==> src/rtl/core/json_value_span_finder_assert.svh <==
// assertion helpers, clocked on clk and disabled during reset
`ifndef JSON_VALUE_SPAN_FINDER_ASSERT_SVH
`define JSON_VALUE_SPAN_FINDER_ASSERT_SVH

// condition holds at every edge
`define JVSF_ASSERT_ALWAYS(lbl, cond, msg) \
	lbl: assert property (@(posedge clk) disable iff (!arst_n) (cond)) else $error(msg);

// same-cycle implication
`define JVSF_ASSERT_IMP(lbl, ante, cons, msg) \
	lbl: assert property (@(posedge clk) disable iff (!arst_n) (ante) |-> (cons)) \
		else $error(msg);

// next-cycle implication
`define JVSF_ASSERT_NXT(lbl, ante, cons, msg) \
	lbl: assert property (@(posedge clk) disable iff (!arst_n) (ante) |=> (cons)) \
		else $error(msg);

`endif

==> src/rtl/core/jvsf_pkg.sv <==
package jvsf_pkg;

	localparam int LEN_W          = 28;
	localparam int NEST_DEPTH_DEF = 64;

	localparam logic [LEN_W-1:0] LEN_MAX   = {LEN_W{1'b1}};
	localparam logic [LEN_W-1:0] MAX_RESET = 28'd134217728;

	localparam logic [7:0] CH_QUOTE   = 8'h22;
	localparam logic [7:0] CH_BSLASH  = 8'h5C;
	localparam logic [7:0] CH_LBRACE  = 8'h7B;
	localparam logic [7:0] CH_LBRACK  = 8'h5B;
	localparam logic [7:0] CH_RBRACE  = 8'h7D;
	localparam logic [7:0] CH_RBRACK  = 8'h5D;
	localparam logic [7:0] CH_COMMA   = 8'h2C;
	localparam logic [7:0] CH_SPACE   = 8'h20;
	localparam logic [7:0] CH_LF      = 8'h0A;
	localparam logic [7:0] CH_CR      = 8'h0D;
	localparam logic [7:0] CH_TAB     = 8'h09;

	typedef enum logic [1:0] {
		MODE_STRING    = 2'd0,
		MODE_COMPOSITE = 2'd1,
		MODE_PRIMITIVE = 2'd2
	} mode_t;

	typedef enum logic [2:0] {
		ST_OK         = 3'd0,
		ST_EOF_BEFORE = 3'd1,
		ST_EOF_INSIDE = 3'd2,
		ST_MISMATCH   = 3'd3,
		ST_OVERFLOW   = 3'd4,
		ST_TOO_LONG   = 3'd5
	} status_t;

	typedef struct packed {
		logic push;
		logic pop;
		logic push_bit;
	} stack_ctl_t;

	typedef struct packed {
		logic             consumed;
		logic             done;
		logic [LEN_W-1:0] length;
		status_t          status;
	} result_t;

	function automatic logic is_delim(input logic [7:0] c);
		return c == CH_SPACE || c == CH_LF || c == CH_CR || c == CH_TAB ||
			c == CH_COMMA || c == CH_RBRACK || c == CH_RBRACE;
	endfunction

endpackage

==> src/rtl/core/jvsf_in_if.sv <==
interface jvsf_in_if;
	import jvsf_pkg::*;

	logic       valid;
	logic       ready;
	logic [7:0] data_byte;
	logic       start_value;
	logic       end_of_input;

	modport source (output valid, output data_byte, output start_value,
		output end_of_input, input ready);
	modport sink (input valid, input data_byte, input start_value,
		input end_of_input, output ready);

endinterface

==> src/rtl/core/jvsf_out_if.sv <==
interface jvsf_out_if;
	import jvsf_pkg::*;

	logic             valid;
	logic             ready;
	logic             byte_consumed;
	logic             value_done;
	logic [LEN_W-1:0] value_length;
	status_t          status;

	modport source (output valid, output byte_consumed, output value_done,
		output value_length, output status, input ready);
	modport sink (input valid, input byte_consumed, input value_done,
		input value_length, input status, output ready);

endinterface

==> src/rtl/core/jvsf_closer_cell.sv <==
module jvsf_closer_cell (
	input  logic                clk,
	input  jvsf_pkg::stack_ctl_t ctl,
	input  logic                from_above,
	input  logic                from_below,
	output logic                bit_q
);
	import jvsf_pkg::*;

	// push shifts toward the bottom, pop shifts toward the top
	always_ff @(posedge clk) begin
		if (ctl.push) begin
			bit_q <= from_above;
		end else if (ctl.pop) begin
			bit_q <= from_below;
		end
	end

endmodule

==> src/rtl/core/jvsf_scanner.sv <==
`include "json_value_span_finder_assert.svh"

module jvsf_scanner #(
	parameter int NEST_DEPTH = jvsf_pkg::NEST_DEPTH_DEF
) (
	input  logic                       clk,
	input  logic                       arst_n,
	input  logic                       fire,
	input  logic [7:0]                 data_byte,
	input  logic                       start_value,
	input  logic                       end_of_input,
	input  logic [jvsf_pkg::LEN_W-1:0] max_bytes,
	output jvsf_pkg::result_t          res
);
	import jvsf_pkg::*;

	localparam int LVL_W = $clog2(NEST_DEPTH + 1);
	localparam logic [LVL_W-1:0] LVL_FULL = LVL_W'(NEST_DEPTH);

	logic             active_q, active_n;
	mode_t            mode_q, mode_n;
	logic             in_str_q, in_str_n;
	logic             esc_q, esc_n;
	logic [LVL_W-1:0] level_q, level_n;
	logic [LEN_W-1:0] len_q, len_n;

	logic             consumed, done;
	status_t          st;
	stack_ctl_t       ctl_c, ctl;
	logic             cell_bit [NEST_DEPTH];

	logic [LEN_W:0]   len_inc;
	logic             over;
	logic [LEN_W-1:0] len_sat;
	logic             is_open, is_close, want;

	// closer stack: top of stack lives in cell 0
	for (genvar i = 0; i < NEST_DEPTH; i++) begin : g_cell
		logic above, below;
		if (i == 0) begin : g_head
			assign above = ctl.push_bit;
		end else begin : g_body
			assign above = cell_bit[i-1];
		end
		if (i == NEST_DEPTH - 1) begin : g_tail
			assign below = 1'b0;
		end else begin : g_mid
			assign below = cell_bit[i+1];
		end
		jvsf_closer_cell u_cell (
			.clk        (clk),
			.ctl        (ctl),
			.from_above (above),
			.from_below (below),
			.bit_q      (cell_bit[i])
		);
	end

	assign len_inc  = {1'b0, len_q} + (LEN_W+1)'(1);
	assign over     = len_inc > {1'b0, max_bytes};
	assign len_sat  = (len_q != LEN_MAX) ? len_inc[LEN_W-1:0] : len_q;
	assign is_open  = data_byte == CH_LBRACE || data_byte == CH_LBRACK;
	assign is_close = data_byte == CH_RBRACE || data_byte == CH_RBRACK;
	assign want     = data_byte == CH_RBRACK;

	always_comb begin
		consumed = 1'b0;
		done     = 1'b0;
		st       = ST_OK;
		ctl_c    = '{push: 1'b0, pop: 1'b0, push_bit: data_byte == CH_LBRACK};
		active_n = active_q;
		mode_n   = mode_q;
		in_str_n = in_str_q;
		esc_n    = esc_q;
		level_n  = level_q;
		len_n    = len_q;

		if (start_value) begin
			active_n = 1'b0;
			mode_n   = MODE_PRIMITIVE;
			in_str_n = 1'b0;
			esc_n    = 1'b0;
			level_n  = '0;
			len_n    = '0;
			if (end_of_input) begin
				done = 1'b1;
				st   = ST_EOF_BEFORE;
			end else begin
				active_n = 1'b1;
				consumed = 1'b1;
				len_n    = LEN_W'(1);
				if (data_byte == CH_QUOTE) begin
					mode_n   = MODE_STRING;
					in_str_n = 1'b1;
				end else if (is_open) begin
					mode_n     = MODE_COMPOSITE;
					ctl_c.push = 1'b1;
					level_n    = LVL_W'(1);
				end
				if (max_bytes == '0) begin
					done = 1'b1;
					st   = ST_TOO_LONG;
				end
			end
		end else if (active_q) begin
			if (mode_q == MODE_PRIMITIVE) begin
				if (end_of_input || is_delim(data_byte)) begin
					done = 1'b1;
				end else begin
					consumed = 1'b1;
					len_n    = len_sat;
					if (over) begin
						done = 1'b1;
						st   = ST_TOO_LONG;
					end
				end
			end else if (end_of_input) begin
				done = 1'b1;
				st   = ST_EOF_INSIDE;
			end else begin
				consumed = 1'b1;
				len_n    = len_sat;
				if (in_str_q) begin
					if (esc_q) begin
						esc_n = 1'b0;
					end else if (data_byte == CH_BSLASH) begin
						esc_n = 1'b1;
					end else if (data_byte == CH_QUOTE) begin
						in_str_n = 1'b0;
						if (mode_q == MODE_STRING) begin
							done = 1'b1;
						end
					end
				end else if (data_byte == CH_QUOTE) begin
					in_str_n = 1'b1;
					esc_n    = 1'b0;
				end else if (is_open) begin
					if (level_q == LVL_FULL) begin
						done = 1'b1;
						st   = ST_OVERFLOW;
					end else begin
						ctl_c.push = 1'b1;
						level_n    = level_q + LVL_W'(1);
					end
				end else if (is_close) begin
					if (level_q == '0 || cell_bit[0] != want) begin
						done = 1'b1;
						st   = ST_MISMATCH;
					end else begin
						ctl_c.pop = 1'b1;
						level_n   = level_q - LVL_W'(1);
						if (level_n == '0 && mode_q == MODE_COMPOSITE) begin
							done = 1'b1;
						end
					end
				end
				if (over && st == ST_OK) begin
					done = 1'b1;
					st   = ST_TOO_LONG;
				end
			end
		end

		if (done) begin
			active_n = 1'b0;
			mode_n   = MODE_PRIMITIVE;
			in_str_n = 1'b0;
			esc_n    = 1'b0;
			level_n  = '0;
		end

		res.consumed = consumed;
		res.done     = done;
		res.length   = (start_value || consumed || done) ? len_n : '0;
		res.status   = st;
	end

	always_comb begin
		ctl      = ctl_c;
		ctl.push = ctl_c.push && fire;
		ctl.pop  = ctl_c.pop && fire;
	end

	always_ff @(posedge clk or negedge arst_n) begin
		if (!arst_n) begin
			active_q <= 1'b0;
			mode_q   <= MODE_PRIMITIVE;
			in_str_q <= 1'b0;
			esc_q    <= 1'b0;
			level_q  <= '0;
			len_q    <= '0;
		end else if (fire) begin
			active_q <= active_n;
			mode_q   <= mode_n;
			in_str_q <= in_str_n;
			esc_q    <= esc_n;
			level_q  <= level_n;
			len_q    <= len_n;
		end
	end

	`JVSF_ASSERT_ALWAYS(a_level_bound, level_q <= LVL_FULL, "nesting level beyond stack depth")
	`JVSF_ASSERT_IMP(a_idle_clean, !active_q, level_q == '0 && !in_str_q && !esc_q,
		"idle scanner holds value state")
	`JVSF_ASSERT_IMP(a_esc_in_str, esc_q, in_str_q, "escape pending outside a string")
	`JVSF_ASSERT_NXT(a_done_idle, fire && res.done, !active_q, "scanner active after value end")

endmodule

==> src/rtl/core/jvsf_out_buf.sv <==
`include "json_value_span_finder_assert.svh"

module jvsf_out_buf (
	input  logic              clk,
	input  logic              arst_n,
	input  logic              push,
	input  jvsf_pkg::result_t res,
	output logic              can_take,
	jvsf_out_if.source        out_ch
);
	import jvsf_pkg::*;

	logic    out_v_q, skid_v_q;
	result_t out_q, skid_q;
	logic    pop;

	assign can_take = !skid_v_q;
	assign pop      = out_v_q && out_ch.ready;

	always_ff @(posedge clk or negedge arst_n) begin
		if (!arst_n) begin
			out_v_q  <= 1'b0;
			skid_v_q <= 1'b0;
		end else if (!out_v_q || pop) begin
			out_v_q  <= skid_v_q || push;
			skid_v_q <= 1'b0;
		end else if (push) begin
			skid_v_q <= 1'b1;
		end
	end

	always_ff @(posedge clk) begin
		if (!out_v_q || pop) begin
			out_q <= skid_v_q ? skid_q : res;
		end else if (push) begin
			skid_q <= res;
		end
	end

	assign out_ch.valid         = out_v_q;
	assign out_ch.byte_consumed = out_q.consumed;
	assign out_ch.value_done    = out_q.done;
	assign out_ch.value_length  = out_q.length;
	assign out_ch.status        = out_q.status;

	`JVSF_ASSERT_IMP(a_skid_behind_out, skid_v_q, out_v_q, "skid entry without output entry")
	`JVSF_ASSERT_NXT(a_stall_to_skid, push && out_v_q && !out_ch.ready, skid_v_q,
		"stalled transaction not parked")
	`JVSF_ASSERT_NXT(a_skid_drains, skid_v_q && out_ch.ready, out_v_q && !skid_v_q,
		"skid entry not moved forward")

endmodule

==> src/rtl/core/json_value_span_finder.sv <==
// json value span finder
//
// in_ch carries one text byte per transaction with start_value and
// end_of_input flags; out_ch returns exactly one result transaction per input
// transaction, in order: byte_consumed, value_done, value_length, status.
// cfg_we/cfg_wdata write max_value_bytes; write it only while idle.
//
// throughput: one byte per cycle while in_ch is ready. each byte updates the
// scan flags, the 28-bit length counter and the closer stack; the stack is
// a row of NEST_DEPTH one-bit cells shifting on push and pop, top in cell 0.
// out_ch is driven from a registered output stage, backed by a skid register.
//
// reset clears the scan state, makes the block idle and sets max_value_bytes
// to 2^27. stack cells are not reset; they are only read below the level.
// when out_ch stalls, one further result is parked in a skid register, so
// in_ch stays ready for one more transaction and then drops ready until the
// receiver takes the held result.
module json_value_span_finder #(
	parameter int NEST_DEPTH = jvsf_pkg::NEST_DEPTH_DEF
) (
	input  logic                       clk,
	input  logic                       arst_n,
	input  logic                       cfg_we,
	input  logic [jvsf_pkg::LEN_W-1:0] cfg_wdata,
	jvsf_in_if.sink                    in_ch,
	jvsf_out_if.source                 out_ch
);
	import jvsf_pkg::*;

	logic [LEN_W-1:0] max_q;
	logic             can_take;
	logic             fire;
	result_t          res;

	always_ff @(posedge clk or negedge arst_n) begin
		if (!arst_n) begin
			max_q <= MAX_RESET;
		end else if (cfg_we) begin
			max_q <= cfg_wdata;
		end
	end

	assign in_ch.ready = can_take;
	assign fire        = in_ch.valid && can_take;

	jvsf_scanner #(
		.NEST_DEPTH (NEST_DEPTH)
	) u_scanner (
		.clk          (clk),
		.arst_n       (arst_n),
		.fire         (fire),
		.data_byte    (in_ch.data_byte),
		.start_value  (in_ch.start_value),
		.end_of_input (in_ch.end_of_input),
		.max_bytes    (max_q),
		.res          (res)
	);

	jvsf_out_buf u_out_buf (
		.clk      (clk),
		.arst_n   (arst_n),
		.push     (fire),
		.res      (res),
		.can_take (can_take),
		.out_ch   (out_ch)
	);

endmodule

==> src/flat_wrapper.sv <==
// flat-port wrapper written by rule: the top's interface ports become plain ports
module json_value_span_finder_flat import jvsf_pkg::*;
#(
	parameter int NEST_DEPTH = jvsf_pkg::NEST_DEPTH_DEF
)
  (clk, arst_n, cfg_we, cfg_wdata, in_ch_valid, in_ch_data_byte, in_ch_start_value, in_ch_end_of_input, in_ch_ready, out_ch_valid, out_ch_byte_consumed, out_ch_value_done, out_ch_value_length, out_ch_status, out_ch_ready);
  jvsf_in_if in_ch_i ();
  jvsf_out_if out_ch_i ();
  input  logic clk;
  input  logic arst_n;
  input  logic cfg_we;
  input  logic [jvsf_pkg::LEN_W-1:0] cfg_wdata;
  input wire logic [$bits(in_ch_i.valid)-1:0] in_ch_valid;
  input wire logic [$bits(in_ch_i.data_byte)-1:0] in_ch_data_byte;
  input wire logic [$bits(in_ch_i.start_value)-1:0] in_ch_start_value;
  input wire logic [$bits(in_ch_i.end_of_input)-1:0] in_ch_end_of_input;
  output wire logic [$bits(in_ch_i.ready)-1:0] in_ch_ready;
  output wire logic [$bits(out_ch_i.valid)-1:0] out_ch_valid;
  output wire logic [$bits(out_ch_i.byte_consumed)-1:0] out_ch_byte_consumed;
  output wire logic [$bits(out_ch_i.value_done)-1:0] out_ch_value_done;
  output wire logic [$bits(out_ch_i.value_length)-1:0] out_ch_value_length;
  output wire logic [$bits(out_ch_i.status)-1:0] out_ch_status;
  input wire logic [$bits(out_ch_i.ready)-1:0] out_ch_ready;
  assign in_ch_i.valid = in_ch_valid;
  assign in_ch_i.data_byte = in_ch_data_byte;
  assign in_ch_i.start_value = in_ch_start_value;
  assign in_ch_i.end_of_input = in_ch_end_of_input;
  assign in_ch_ready = in_ch_i.ready;
  assign out_ch_valid = out_ch_i.valid;
  assign out_ch_byte_consumed = out_ch_i.byte_consumed;
  assign out_ch_value_done = out_ch_i.value_done;
  assign out_ch_value_length = out_ch_i.value_length;
  assign out_ch_status = out_ch_i.status;
  assign out_ch_i.ready = out_ch_ready;
  json_value_span_finder #(.NEST_DEPTH(NEST_DEPTH)) u_core (.clk(clk), .arst_n(arst_n), .cfg_we(cfg_we), .cfg_wdata(cfg_wdata), .in_ch(in_ch_i), .out_ch(out_ch_i));
endmodule
==> config.mk <==
export PLATFORM = sky130hd
export DESIGN_NAME = json_value_span_finder_flat
export DESIGN_NICKNAME = d
export VERILOG_FILES = /design/src/rtl/core/jvsf_pkg.sv /design/src/rtl/core/jvsf_in_if.sv /design/src/rtl/core/jvsf_out_if.sv /design/src/rtl/core/jvsf_closer_cell.sv /design/src/rtl/core/jvsf_scanner.sv /design/src/rtl/core/jvsf_out_buf.sv /design/src/rtl/core/json_value_span_finder.sv /design/src/flat_wrapper.sv
export VERILOG_INCLUDE_DIRS = /design/src /design/src/rtl/core
export SDC_FILE = /design/constraint.sdc
export NUM_CORES = 1
export LEC_CHECK = 0
export BUFFER_PORTS_ARGS = -buffer_cell sky130_fd_sc_hd__buf_2
export CORE_MARGIN = 4
export CORE_UTILIZATION = 62
export CTS_BUF_LIST = sky130_fd_sc_hd__clkbuf_8
export DETAILED_ROUTE_END_ITERATION = 12
export PLACE_DENSITY = 0.82
export SYNTH_ARGS = -nofsm -noshare
export SYNTH_HDL_FRONTEND = slang
export SYNTH_SLANG_ARGS = --single-unit
==> constraint.sdc <==
create_clock -name clk -period 7.5 [get_ports clk]
set_clock_uncertainty 0.15 [all_clocks]
set_input_delay 0.75 -clock clk [delete_from_list [all_inputs] [get_ports clk]]
set_output_delay 0.75 -clock clk [all_outputs]
set_load 0.005 [all_outputs]
# Yosys cells after proc, flatten, opt, wreduce, memory -nomap -nowiden
# Index checks and enable logic that the tools add are counted.
# classes
n_lt_le_gt_ge	1
n_bitwise	1
n_mux	239
reduce_logical	38
add_sub_neg	3
n_eq_ne	22
# ops
op	n
28-bit 2-to-1 mux	7
1-bit 2-to-1 mux	191
7-bit 2-to-1 mux	11
3-bit 2-to-1 mux	17
8-bit by 7-bit equality test with 1-bit output (second input constant)	5
33-bit 2-to-1 mux	1
28-bit by 1-bit adder with 29-bit output (second input constant)	1
29-bit by 28-bit greater-than comparator with 1-bit output	1
28-bit logical NOT	1
28-bit inequality test (second input constant)	1
8-bit by 4-bit equality test with 1-bit output (second input constant)	3
8-bit by 6-bit equality test with 1-bit output (second input constant)	3
2-bit 2-to-1 mux	12
7-bit logical NOT	2
1-bit logical OR	14
9-bit AND reduction	1
4-bit inequality test (second input constant)	2
4-bit nonzero test	2
7-bit by 1-bit adder with 7-bit output (second input constant)	1
7-bit equality test (second input constant)	1
7-bit by 1-bit subtractor with 7-bit output (second input constant)	1
1-bit logical AND	6
3-bit by 2-bit inequality test with 1-bit output (second input constant)	2
3-bit inequality test (second input constant)	2
12 further kinds	16
# word_totals
in_bits	43
word_cells	385
register_bits	200
output_inout_bits	35

# Logic depth before layout (Yosys ltp)
# Gate-level depths: netlist of run 1.
# depth
ltp_word	22
ltp_mapped	17
mapped_depth_nobuf	15

# Modules after synthesis
# From an unflattened synthesis of run 1, not the netlist that was laid out.
# hier_totals
hier_cells	967
hier_area_um2	11382.2
# modules_own_cells
module	instances	cells_per_inst	seq_area_each_um2	area_per_inst_um2
jvsf_scanner	1	603	1002.2	4340.4
jvsf_closer_cell	64	3	30.0	51.3
jvsf_out_buf	1	112	2031.9	2608.8
json_value_span_finder	1	60	701.9	1149.9

# Least setup slack after synthesis of run 1
# OpenSTA, ideal clock, no wires.
# synth_path
path_type	register to register
from	register u_core.u_scanner.len_q[0]
to	register u_core.u_scanner.level_q[6]
required_time_ps	7281
arrival_ps	3847
synth_period_minus_slack_ps	4066
stages_incl_launch_ff	17
n_path_buf	1
setup_slack_ps	3434
setup_ps	69
cell_sequence	dfrtp_1 -> ha_1 -> nand3_1 -> nor3_1 -> nand4_1 -> xor2_1 -> inv_1 -> ha_1 -> a21o_1 -> a21oi_1 -> a211oi_1 -> a2111oi_0 -> o211ai_2 -> or2_1 -> buf_2 -> or4_1 -> nand3_1
# synth_via
elab_chain_cells	10
word_cells_on_any_way	20
cone_classes	add/sub: 1; order compare: 1; eq/ne: 6; mux: 8; reduce/logical: 4
# synth_lines
item	line_no	source
start, declared	jvsf_scanner.sv:25	logic [LEN_W-1:0] len_q, len_n;
start signal, assigned	jvsf_scanner.sv:198	len_q <= len_n;
28-bit by 1-bit adder with 29-bit output (*)	jvsf_scanner.sv:59	assign len_inc = {1'b0, len_q} + (LEN_W+1)'(1);
29-bit by 28-bit greater-than comparator with 1-bit output (*)	jvsf_scanner.sv:60	assign over = len_inc > {1'b0, max_bytes};
1-bit logical AND	jvsf_scanner.sv:157	if (over && st == ST_OK) begin
1-bit 2-to-1 mux	jvsf_scanner.sv:157	
1-bit 2-to-1 mux	jvsf_scanner.sv:117	end else if (end_of_input) begin
1-bit 2-to-1 mux (*)	jvsf_scanner.sv:106	if (mode_q == MODE_PRIMITIVE) begin
1-bit 2-to-1 mux (*)	jvsf_scanner.sv:105	end else if (active_q) begin
1-bit 2-to-1 mux (*)	jvsf_scanner.sv:78	if (start_value) begin
4-bit inequality test (no source line) (tied with other cells)	--	
9-bit AND reduction (no source line)	--	
end signal, assigned	jvsf_scanner.sv:197	level_q <= level_n;
end, declared	jvsf_scanner.sv:24	logic [LVL_W-1:0] level_q, level_n;
# Mark *: on every way between the ends. The rest lies on a longest branch, timed or not.
# A chain may end at the register's enable or synchronous reset.

==> impl_metrics.py, run 1 <==
metrics = {
    "outcome": {
        "status": "finished clean",
    },
    "clock_network": {
        "cts.path.max_buffers": 2,
        "post_cts_buffers": 0,
        "cts_tree": "yes",
        "ctsResizeCount": 0,
        "cts_sinks": 200,
        "cts-hold-fix-buffers": 0,
        "clkLatencyLatePin_ns": 0.48,
        "clkSlewWorstSetupHoldPaths_ns": 0.10,
        "cts_buffers": 17,
        "root_buffer": "clkbuf_8",
        "htree_levels": 4,
    },
    "layout": {
        "num-nets-final": 1047,
        "seq_area_sq_um": 5660,
        "drive_gt1_frac": 0.208,
        "syn_to_final_growth_pct": 8.85,
        "multi_input_area_sq_um": 4190,
        "final_common_cell": "edfxtp_1",
        "post-route-util": 0.695,
        "final_cell_mix": "edfxtp_1 (130), nand2_1 (111), buf_2 (77), mux2_2 (74), dfrtp_1 (68)",
        "diodes": 0,
        "stdcell_count": 1200,
        "num-fill-cells": 1179,
    },
    "worst_setup_path": {
        "startpoint_type": "register",
        "end_kind": "register",
        "r2r_start": "u_core.u_scanner.len_q[0]",
        "reg2reg_slack_ns": 2.48,
        "crit_fanout": 9,
        "timing.rr.end": "u_core.u_out_buf.out_ch.value_done",
        "crit_required_ns": 7.59,
        "arrival_ns": 5.11,
        "rr_worst_depth": 14,
        "crit_type": "register to register",
    },
    "timing": {
        "min_period_over_period": 0.669,
        "tightest_slew_ns": 1.04,
        "whs_ns": 0.320,
        "finalHoldViolCount": 0,
        "finalSetupViolCount": 0,
        "tns_ns": 0,
        "timing.fmax_ghz": 0.199,
        "finalMaxSlewViolations": 0,
        "rsz0062_at_grt": "false",
        "setup_ws_ns": 2.48,
        "slew_headroom": 0.302,
        "fin_crit_ns": 5.02,
    },
    "synthesis": {
        "yosysTopAreaCellShare": 0.381,
        "synth_seq_area_share": 0.552,
        "synth_area_sq_um": 10300,
        "synth-seq-cells": 200,
        "async_flop_share": 0.350,
        "synth-edff-count": 130,
        "synthTopCellsByArea": "edfxtp_1 (38%), dfrtp_1 (17%), mux2_2 (8.1%), nand2_1 (4.1%), ha_1 (4.0%)",
        "syn_inst": 918,
        "yosysTopAreaCell": "edfxtp_1",
        "synth_flop_cell": "edfxtp_1",
        "syn_nets": 994,
        "yosysWarnings": 0,
        "ys_types": 65,
        "syn_area_per_cell_sq_um": 11.2,
    },
    "detailed_routing": {
        "routed_wl_um": 21600,
        "via_per_inst": 6.08,
        "drt_iter0_markers": 740,
        "vias": 7300,
        "drc_errors": 0,
        "wl_per_cell_um": 18.0,
        "detail-route-antenna-nets": 0,
        "first_pass_iters": 7,
    },
    "job": {
        "max_cap_viol_count": 0,
    },
    "power": {
        "powerDensity_nw_per_um2": 201,
        "pwr-share-seq": 0.568,
        "p_clk_frac": 0.298,
        "p_comb_frac": 0.134,
        "power_leakage_nw": 4.50,
        "vdd_drop_max_mv": 0.148,
        "swShare": 0.281,
        "p_int_mw": 1.61,
        "switching_power_mw": 0.628,
    },
    "global_route": {
        "grt_overflow": 0,
        "grt_pass1_wl_um": 35100,
        "antenna_found_initial": 0,
        "grt_pass1_vias": 7057,
        "track_usage": 0.241,
        "grt_max_degree": 71,
    },
    "die": {
        "num_rows": 46,
        "initial_core_util": 0.639,
        "fp.dieW_um": 137,
        "top_level_ports": 78,
        "dieArea_sq_um": 18700,
        "die_h_um": 137,
        "core_sq_um": 16100,
    },
    "place": {
        "dp_hpwl_um": 15200,
        "dp.cells": 1168,
        "pre_cts_ws_ns": 2.52,
        "port-buffer-count": 77,
        "routabilityCongestion": 0.954,
    },
    "hold_path": {
        "min_path_cells": 3,
        "hp-class": "input port to register",
        "worstHoldEndpoint": "u_core.max_q[18]",
        "min-delay-start": "cfg_wdata[18]",
    },
}
-- state kept, by name, summed over array words and instances, names as in the netlist --
name,cells
u_core.u_scanner.g_cell.u_cell.bit_q,64
u_core.u_out_buf.skid_q,33
u_core.max_q,28
u_core.u_out_buf.out_ch.value_length,28
u_core.u_scanner.len_q,28
u_core.u_scanner.level_q,7
u_core.u_out_buf.out_ch.status,3
u_core.u_scanner.mode_q,2
u_core.u_out_buf.out_ch.byte_consumed,1
u_core.u_out_buf.out_ch.valid,1
u_core.u_out_buf.out_ch.value_done,1
u_core.u_out_buf.skid_v_q,1
u_core.u_scanner.active_q,1
u_core.u_scanner.esc_q,1
u_core.u_scanner.in_str_q,1
-- Yosys cell counts, types with 10 or more instances --
master      n
xnor2_1    16
o31ai_1    11
a22o_1     10
nand3_1    32
nand2_1   111
edfxtp_1  130
o21ai_0    54
nor2_1     30
clkbuf_1   45
o21ai_1    22
inv_1      60
xor2_1     12
nand3b_1   13
nand4_1    13
nand2b_1   11
nor4_1     11
dfrtp_1    68
ha_1       33
nor3_1     14
mux2_2     74
o211ai_1   11
a21oi_1    27
-- kinds of logic after synthesis --
logic type,count (synthesis),share of synthesized area
simple gates,282,0.140
flops,200,0.552
compound gates,184,0.115
buf+inv,111,0.0414
mux,80,0.0875
fa+ha+maj,33,0.0403
xor+xnor,28,0.0239
-- area by class of cell --
class | instances | area share
Timing Repair Buffer | 85 | 0.0399
Tap cell | 216 | 0.0242
Multi-Input combinational cell | 607 | 0.375
Inverter | 60 | 0.0202
Clock buffer | 17 | 0.0210
Clock inverter | 15 | 0.0128
Sequential cell | 200 | 0.507
-- layer usage --
metal / global-route usage / wire (um) / vias to the layer above
met5: 0 / 0 / -
met2: 0.401 / 10700 / 265
met3: 0.0496 / 1310 / 48
met4: 0.103 / 709 / 0
met1: 0.307 / 8850 / 3515
li1: - / - / 3472
-- power by group through the flow --
stage               combinational, mW  sequential, mW  clock, mW
floorplan                       0.199            1.28          0
global placement                0.290            1.29          0
detailed placement              0.298            1.29          0
CTS                             0.300            1.27      0.680
global route                    0.338            1.28      0.725
finish                          0.300            1.27      0.666
-- worst max-delay path by stage --
stage,startpoint,endpoint,slack (ns)
3_3_place_gp,u_core.u_scanner.len_q[0],u_core.u_out_buf.out_ch.value_done,2.84
4_1_cts,u_core.u_scanner.len_q[0],u_core.u_out_buf.out_ch.value_done,2.51
2_1_floorplan,u_core.u_scanner.len_q[0],u_core.u_scanner.level_q[6],3.43
6_report,u_core.u_scanner.len_q[0],u_core.u_out_buf.out_ch.value_done,2.48
3_5_place_dp,u_core.u_scanner.len_q[0],u_core.u_out_buf.out_ch.value_done,2.52
5_1_grt,u_core.u_scanner.len_q[0],u_core.u_out_buf.out_ch.value_done,2.13
-- per-stage QoR --
step,power [mW],instance area (sq um)
floorplan,1.48,10300
global placement,1.58,10800
detailed placement,1.59,10800
CTS,2.25,11200
global route,2.34,11200
finish,2.24,11200
-- critical path, cell delays in order (launching register included) --
cell	delay, ns
dfrtp_1	0.48
ha_1	0.28
nand3_1	0.15
nor3_1	0.87
nand3_1	0.20
xnor2_1	0.18
ha_1	0.31
nand4_1	0.13
nor4_1	0.43
and3b_1	0.24
o41ai_1	0.08
o211ai_2	0.28
o21ai_1	0.52
a21oi_1	0.19
mux2_2	0.29
Power figures use the tool's default switching activity.
==> run 2, diff against run 1 <==
--- a/config.mk
+++ b/config.mk
@@ -8,10 +8,10 @@
 export LEC_CHECK = 0
 export BUFFER_PORTS_ARGS = -buffer_cell sky130_fd_sc_hd__buf_2
 export CORE_MARGIN = 4
-export CORE_UTILIZATION = 62
+export CORE_UTILIZATION = 57
 export CTS_BUF_LIST = sky130_fd_sc_hd__clkbuf_8
 export DETAILED_ROUTE_END_ITERATION = 12
-export PLACE_DENSITY = 0.82
+export PLACE_DENSITY = 0.79
 export SYNTH_ARGS = -nofsm -noshare
 export SYNTH_HDL_FRONTEND = slang
 export SYNTH_SLANG_ARGS = --single-unit
==> constraint.sdc (replaced) <==
create_clock -name clk -period 4.4 [get_ports clk]
set_clock_uncertainty 0.15 [all_clocks]
set_input_delay 0.44 -clock clk [delete_from_list [all_inputs] [get_ports clk]]
set_output_delay 0.44 -clock clk [all_outputs]
set_load 0.005 [all_outputs]
==> run 2 against run 1 <==
Utilization decreased by 4.5 points; first-iteration DRC count down 13%; power is 73% higher; routed wire length increased by 3.2%; flip-flop and latch count unchanged; critical endpoint is now u_core.u_scanner.level_q[6]; global-route usage down 1.6 points; worst hold slack worse by 0.29 ns; largest cell class unchanged; via count barely moved; sequential share of layout area decreased by 0.84 points; register-to-register slack got worse by 2.3 ns; critical path depth decreased by 1.
==> impl_metrics.py, run 2 (synthesized netlist as in run 1, its figures left out) <==
metrics = {
    "power": {
        "vdd_drop_max_mv": 0.201,
        "power_leakage_nw": 4.62,
        "power.total_mw": 3.87,
        "powerDensity_nw_per_um2": 341,
    },
    "worst_setup_path": {
        "r2r_start": "u_core.u_scanner.len_q[0]",
        "crit_start": "u_core.u_scanner.len_q[0]",
        "arrival_ns": 4.50,
        "rr_worst_depth": 13,
        "end_kind": "register",
        "crit_required_ns": 4.66,
        "crit_fanout": 7,
        "reg2reg_slack_ns": 0.16,
        "timing.rr.end": "u_core.u_scanner.level_q[6]",
        "cpPeakStageDelay_ns": 0.52,
        "path_cells": "ha_1, nand3_1, or3_1, nor4_4, xor2_1, ha_1, nand3_1, a211oi_1, a2111oi_2, o211ai_2, or2_1, or4_1, nand3_1",
        "cpMaxStageDelayCell": "or4_1",
        "cpMostUsedCell": "nand3_1",
        "startpoint_type": "register",
        "crit_type": "register to register",
    },
    "global_route": {
        "grt_overflow": 0,
        "antenna_found_initial": 0,
        "grt_pass1_wl_um": 35900,
        "track_usage": 0.225,
        "grt_max_degree": 65,
        "grt_pass1_vias": 7004,
    },
    "clock_network": {
        "root_buffer": "clkbuf_8",
        "cts_sinks": 200,
        "cts_tree": "yes",
        "clkLatencyLatePin_ns": 0.47,
        "cts_buffers": 17,
        "htree_levels": 4,
        "clkSlewWorstSetupHoldPaths_ns": 0.10,
        "cts.path.max_buffers": 2,
    },
    "die": {
        "dieArea_sq_um": 20200,
        "top_level_ports": 78,
        "num_rows": 48,
        "initial_core_util": 0.587,
        "core_sq_um": 17500,
        "die_h_um": 142,
        "fp.dieW_um": 142,
    },
    "layout": {
        "largest_register": "u_core.u_scanner.g_cell.u_cell.bit_q",
        "largest_reg_flops": 64,
        "num-nets-final": 1063,
        "stdcell_count": 1224,
        "final_common_cell": "edfxtp_1",
        "syn_to_final_growth_pct": 10.7,
        "diodes": 0,
        "fin_area_sq_um": 11400,
        "final_cell_mix": "edfxtp_1 (130), nand2_1 (111), buf_2 (77), mux2_2 (74), dfrtp_1 (67)",
        "num-fill-cells": 1326,
        "reg_top3": "u_core.u_scanner.g_cell.u_cell.bit_q: 64 flops, u_core.u_out_buf.skid_q: 33 flops",
        "drive_gt1_frac": 0.224,
    },
    "place": {
        "port-buffer-count": 77,
        "dpl_cell_area_sq_um": 10900,
        "dp_hpwl_um": 15800,
        "dp.cells": 1192,
        "routabilityCongestion": 0.867,
    },
    "hold_path": {
        "worstHoldEndpoint": "u_core.max_q[10]",
        "min_path_cells": 3,
        "hp-class": "input port to register",
        "min-delay-start": "cfg_wdata[10]",
    },
    "timing": {
        "timing.fmax_ghz": 0.236,
        "tns_ns": 0,
        "min_period_over_period": 0.963,
        "slew_headroom": 0.264,
        "tightest_slew_ns": 1.10,
        "finalMaxSlewViolations": 0,
        "finalHoldViolCount": 0,
        "finalSetupViolCount": 0,
        "whs_ns": 0.0304,
        "fin_crit_ns": 4.24,
    },
    "detailed_routing": {
        "via_per_inst": 5.96,
        "drc_errors": 0,
        "wl_per_cell_um": 18.2,
        "routed_wl_um": 22200,
        "drt_iter0_markers": 641,
        "first_pass_iters": 6,
        "vias": 7298,
        "detail-route-antenna-nets": 0,
    },
    "outcome": {
        "status": "finished clean",
    },
    "job": {
        "max_cap_viol_count": 0,
    },
}
==> run 2: cell count changes in the layout (fill, tap and decap cells not counted), moves of 3 or more <==
cell,before,now
buf_4,8,22
clkinvlp_4,5,1
clkinv_2,0,3
nor3_1,13,10
nor3_2,2,5
==> run 2: worst max path at each step <==
stage,end,cells past startpoint,slack [ns]
final,u_core.u_scanner.level_q[6],13,0.16
after global placement,u_core.u_scanner.active_q,13,0.24
after floorplan,u_core.u_scanner.level_q[6],16,0.33
after global routing,u_core.u_scanner.active_q,14,-0.04
after detailed placement,u_core.u_scanner.mode_q[0],13,0.15
after CTS,u_core.u_scanner.mode_q[0],13,0.11
==> run 2: power breakdown <==
| group | switching, mW | internal (mW) |
|---|---|---|
| Clock | 0.671 | 0.511 |
| Combinational | 0.329 | 0.198 |
| Sequential | 0.0688 | 2.10 |
| Total | 1.07 | 2.81 |
==> run 2: timing repair <==
action / in CTS / in global routing
setup endpoints to repair: 0 / 18
setup buffers: 0 / 0
resized for setup: 0 / 8
hold endpoints to repair: 39 / 0
hold buffers: 1 / 0
==> run 2: cell type report <==
class,instances,area (sq um),area share
inverter,60,225,0.0198
clock buffer,17,234,0.0206
tap,225,282,0.0248
timing repair buffer,101,581,0.0511
sequential,200,5660,0.499
multi-input combinational,607,4220,0.372
clock inverter,14,150,0.0132
==> run 2: per-stage QoR <==
stage,setup WS [ns],utilization
6_report,0.162,0.650
5_1_grt,-0.0403,0.650
4_1_cts,0.113,0.647
3_5_place_dp,0.145,0.625
3_3_place_gp,0.243,0.625
2_1_floorplan,0.334,-
==> run 2: per-layer routing <==
| metal | track usage | routed length [um] | vias to the layer above |
|---|---|---|---|
| li1 | - | - | 3498 |
| met1 | 0.320 | 9910 | 3521 |
| met2 | 0.351 | 10600 | 237 |
| met3 | 0.0403 | 1250 | 42 |
| met4 | 0.0793 | 511 | 0 |
| met5 | 0 | 0 | - |
==> run 2: critical path: cells and delay by family (launching register included) <==
kind | cells | cell delay [ns]
AND/OR/NAND/NOR | 7 | 2.14
AO/OA/AOI/OAI | 3 | 0.66
adder cells (fa/ha/maj) | 2 | 0.55
flip-flops | 1 | 0.44
XOR/XNOR | 1 | 0.24
==> run 3, diff against run 2 <==
--- a/config.mk
+++ b/config.mk
@@ -12,6 +12,7 @@
 export CTS_BUF_LIST = sky130_fd_sc_hd__clkbuf_8
 export DETAILED_ROUTE_END_ITERATION = 12
 export PLACE_DENSITY = 0.79
+export REMOVE_ABC_BUFFERS = 1
 export SYNTH_ARGS = -nofsm -noshare
 export SYNTH_HDL_FRONTEND = slang
 export SYNTH_SLANG_ARGS = --single-unit
==> run 3 against run 2 <==
Clock-buffer cell count is 2 higher; final cell count grew 0.74%; non-clock buffer count up 8; critical path depth rose by 1; power is 1.7% lower; first-iteration DRC count grew 28%; utilization increased by 0.51 points; largest power group unchanged.
==> impl_metrics.py, run 3 (synthesized netlist as in run 1, its figures left out) <==
metrics = {
    "power": {
        "power_leakage_nw": 4.64,
        "power.total_mw": 3.81,
        "swShare": 0.283,
        "p_clk_frac": 0.288,
        "vdd_drop_max_mv": 0.217,
        "p_comb_frac": 0.143,
        "powerDensity_nw_per_um2": 333,
        "p_int_mw": 2.73,
        "pwr-share-seq": 0.570,
        "switching_power_mw": 1.08,
    },
    "clock_network": {
        "cts_sinks": 200,
        "root_buffer": "clkbuf_8",
        "cts_tree": "yes",
        "cts_buffers": 17,
        "htree_levels": 4,
        "clkSlewWorstSetupHoldPaths_ns": 0.11,
        "clkLatencyLatePin_ns": 0.48,
        "cts.path.max_buffers": 2,
    },
    "worst_setup_path": {
        "crit_type": "register to register",
        "crit_fanout": 5,
        "startpoint_type": "register",
        "arrival_ns": 4.33,
        "end_kind": "register",
        "crit_required_ns": 4.49,
    },
    "place": {
        "routabilityCongestion": 0.967,
        "pre_cts_ws_ns": -0.0227,
        "port-buffer-count": 77,
        "dpl_cell_area_sq_um": 10900,
        "dp_hpwl_um": 15500,
    },
    "layout": {
        "final_common_cell": "edfxtp_1",
        "drive_gt1_frac": 0.219,
        "post-route-util": 0.655,
        "diodes": 0,
        "reg_top3": "u_core.u_scanner.g_cell.u_cell.bit_q: 64 flops, u_core.u_out_buf.skid_q: 33 flops",
        "fin_area_sq_um": 11400,
        "num-nets-final": 1071,
        "largest_register": "u_core.u_scanner.g_cell.u_cell.bit_q",
        "largest_reg_flops": 64,
        "syn_to_final_growth_pct": 11.6,
        "num-fill-cells": 1378,
        "final_cell_mix": "edfxtp_1 (130), nand2_1 (111), buf_2 (77), mux2_2 (74), dfrtp_1 (67)",
    },
    "detailed_routing": {
        "drc_errors": 0,
        "vias": 7412,
        "routed_wl_um": 22900,
        "first_pass_iters": 6,
        "wl_per_cell_um": 18.5,
        "detail-route-antenna-nets": 0,
        "via_per_inst": 6.01,
        "drt_iter0_markers": 822,
    },
    "global_route": {
        "grt_pass1_vias": 7098,
        "grt_overflow": 0,
        "grt_max_degree": 66,
        "antenna_found_initial": 0,
        "track_usage": 0.232,
        "grt_pass1_wl_um": 37000,
    },
    "die": {
        "initial_core_util": 0.587,
        "fp.dieW_um": 142,
        "num_rows": 48,
        "core_sq_um": 17500,
        "dieArea_sq_um": 20200,
        "top_level_ports": 78,
        "die_h_um": 142,
    },
    "timing": {
        "fin_crit_ns": 4.23,
        "whs_ns": 0.0320,
        "finalSetupViolCount": 0,
        "slew_headroom": 0.180,
        "min_period_over_period": 0.962,
        "rsz0062_at_grt": "false",
        "finalHoldViolCount": 0,
        "timing.fmax_ghz": 0.236,
        "tightest_slew_ns": 1.23,
        "setup_ws_ns": 0.167,
        "finalMaxSlewViolations": 0,
    },
    "hold_path": {
        "hp-class": "input port to register",
    },
    "outcome": {
        "status": "finished clean",
    },
    "job": {
        "max_cap_viol_count": 0,
    },
}
==> run 3: cell count changes in the layout (fill, tap and decap cells not counted), sizes merged <==
| cell | before | now |
|---|---|---|
| clkinvlp | 1 | 3 |
| dlygate4sd3 | 1 | 12 |
| buf | 100 | 97 |
| clkbuf | 17 | 19 |
| bufinv | 2 | 0 |
| inv | 66 | 69 |
| clkinv | 5 | 1 |
==> run 3: layer usage <==
metal  track usage  vias to the layer above  part of all wire
met1         0.332                     3596              0.45
met5             0                        -                 0
met4        0.0682                        0             0.015
met3        0.0430                       34             0.067
li1              -                     3504                 -
met2         0.364                      278              0.47
==> run 3: power groups by stage <==
stage	Clock [mW]	Sequential [mW]	Combinational, mW
6_report	1.10	2.17	0.544
5_1_grt	1.20	2.18	0.610
4_1_cts	1.12	2.17	0.536
3_5_place_dp	0	2.21	0.524
3_3_place_gp	0	2.20	0.513
2_1_floorplan	0	2.20	0.311
==> run 3: layout make-up <==
type	count	area [sq um]	share of cell area
well taps	225	282	0.0246
flip-flops and latches	200	5660	0.495
repair buffers	109	681	0.0595
clock buffers	19	262	0.0229
multi-input cells	607	4240	0.370
inverters	60	225	0.0197
clock inverters	13	97.6	0.00853
==> run 3: final timing paths <==
check	from	endpoint	slack, ns	cells after the start
worst max register to register	u_core.u_scanner.len_q[1]	u_core.u_out_buf.out_ch.value_done	0.17	14
max in group asynchronous	arst_n	u_core.max_q[27]	2.54	3
worst min register to register	u_core.u_out_buf.skid_q[21]	u_core.u_out_buf.out_ch.value_length[18]	0.38	2
worst min-delay path	cfg_wdata[14]	u_core.max_q[14]	0.03	3
worst max-delay path	u_core.u_scanner.len_q[1]	u_core.u_out_buf.out_ch.value_done	0.17	14
min in group asynchronous	arst_n	u_core.u_scanner.mode_q[0]	0.54	2
==> run 3: worst max-delay path, stage by stage, from the launching register on <==
cell,delay [ns]
dfrtp_1,0.43
ha_1,0.26
nand3_1,0.13
or3_1,0.51
xnor2_1,0.17
ha_1,0.31
nand4_1,0.19
nor4_1,0.54
and3b_1,0.25
o41ai_1,0.08
o211ai_2,0.23
buf_4,0.19
o21ai_1,0.14
a21oi_1,0.13
mux2_2,0.29
==> run 3: stage by stage <==
stage | instances | setup TNS [ns]
after CTS | 1230 | 0
after global routing | 1233 | 0
after floorplan | 867 | -395.03
after global placement | 1186 | 0
final | 1233 | 0
after detailed placement | 1186 | -0.0227
==> run 3: repair_timing <==
action | 4_1_cts | 5_1_grt
hold buffers | 12 | 0
endpoints found under the hold margin | 51 | 0
pin swaps | 0 | 4
buffers inserted | 0 | 3
resized for setup | 1 | 7
gates cloned | 0 | 0
setup endpoints to repair | 5 | 12
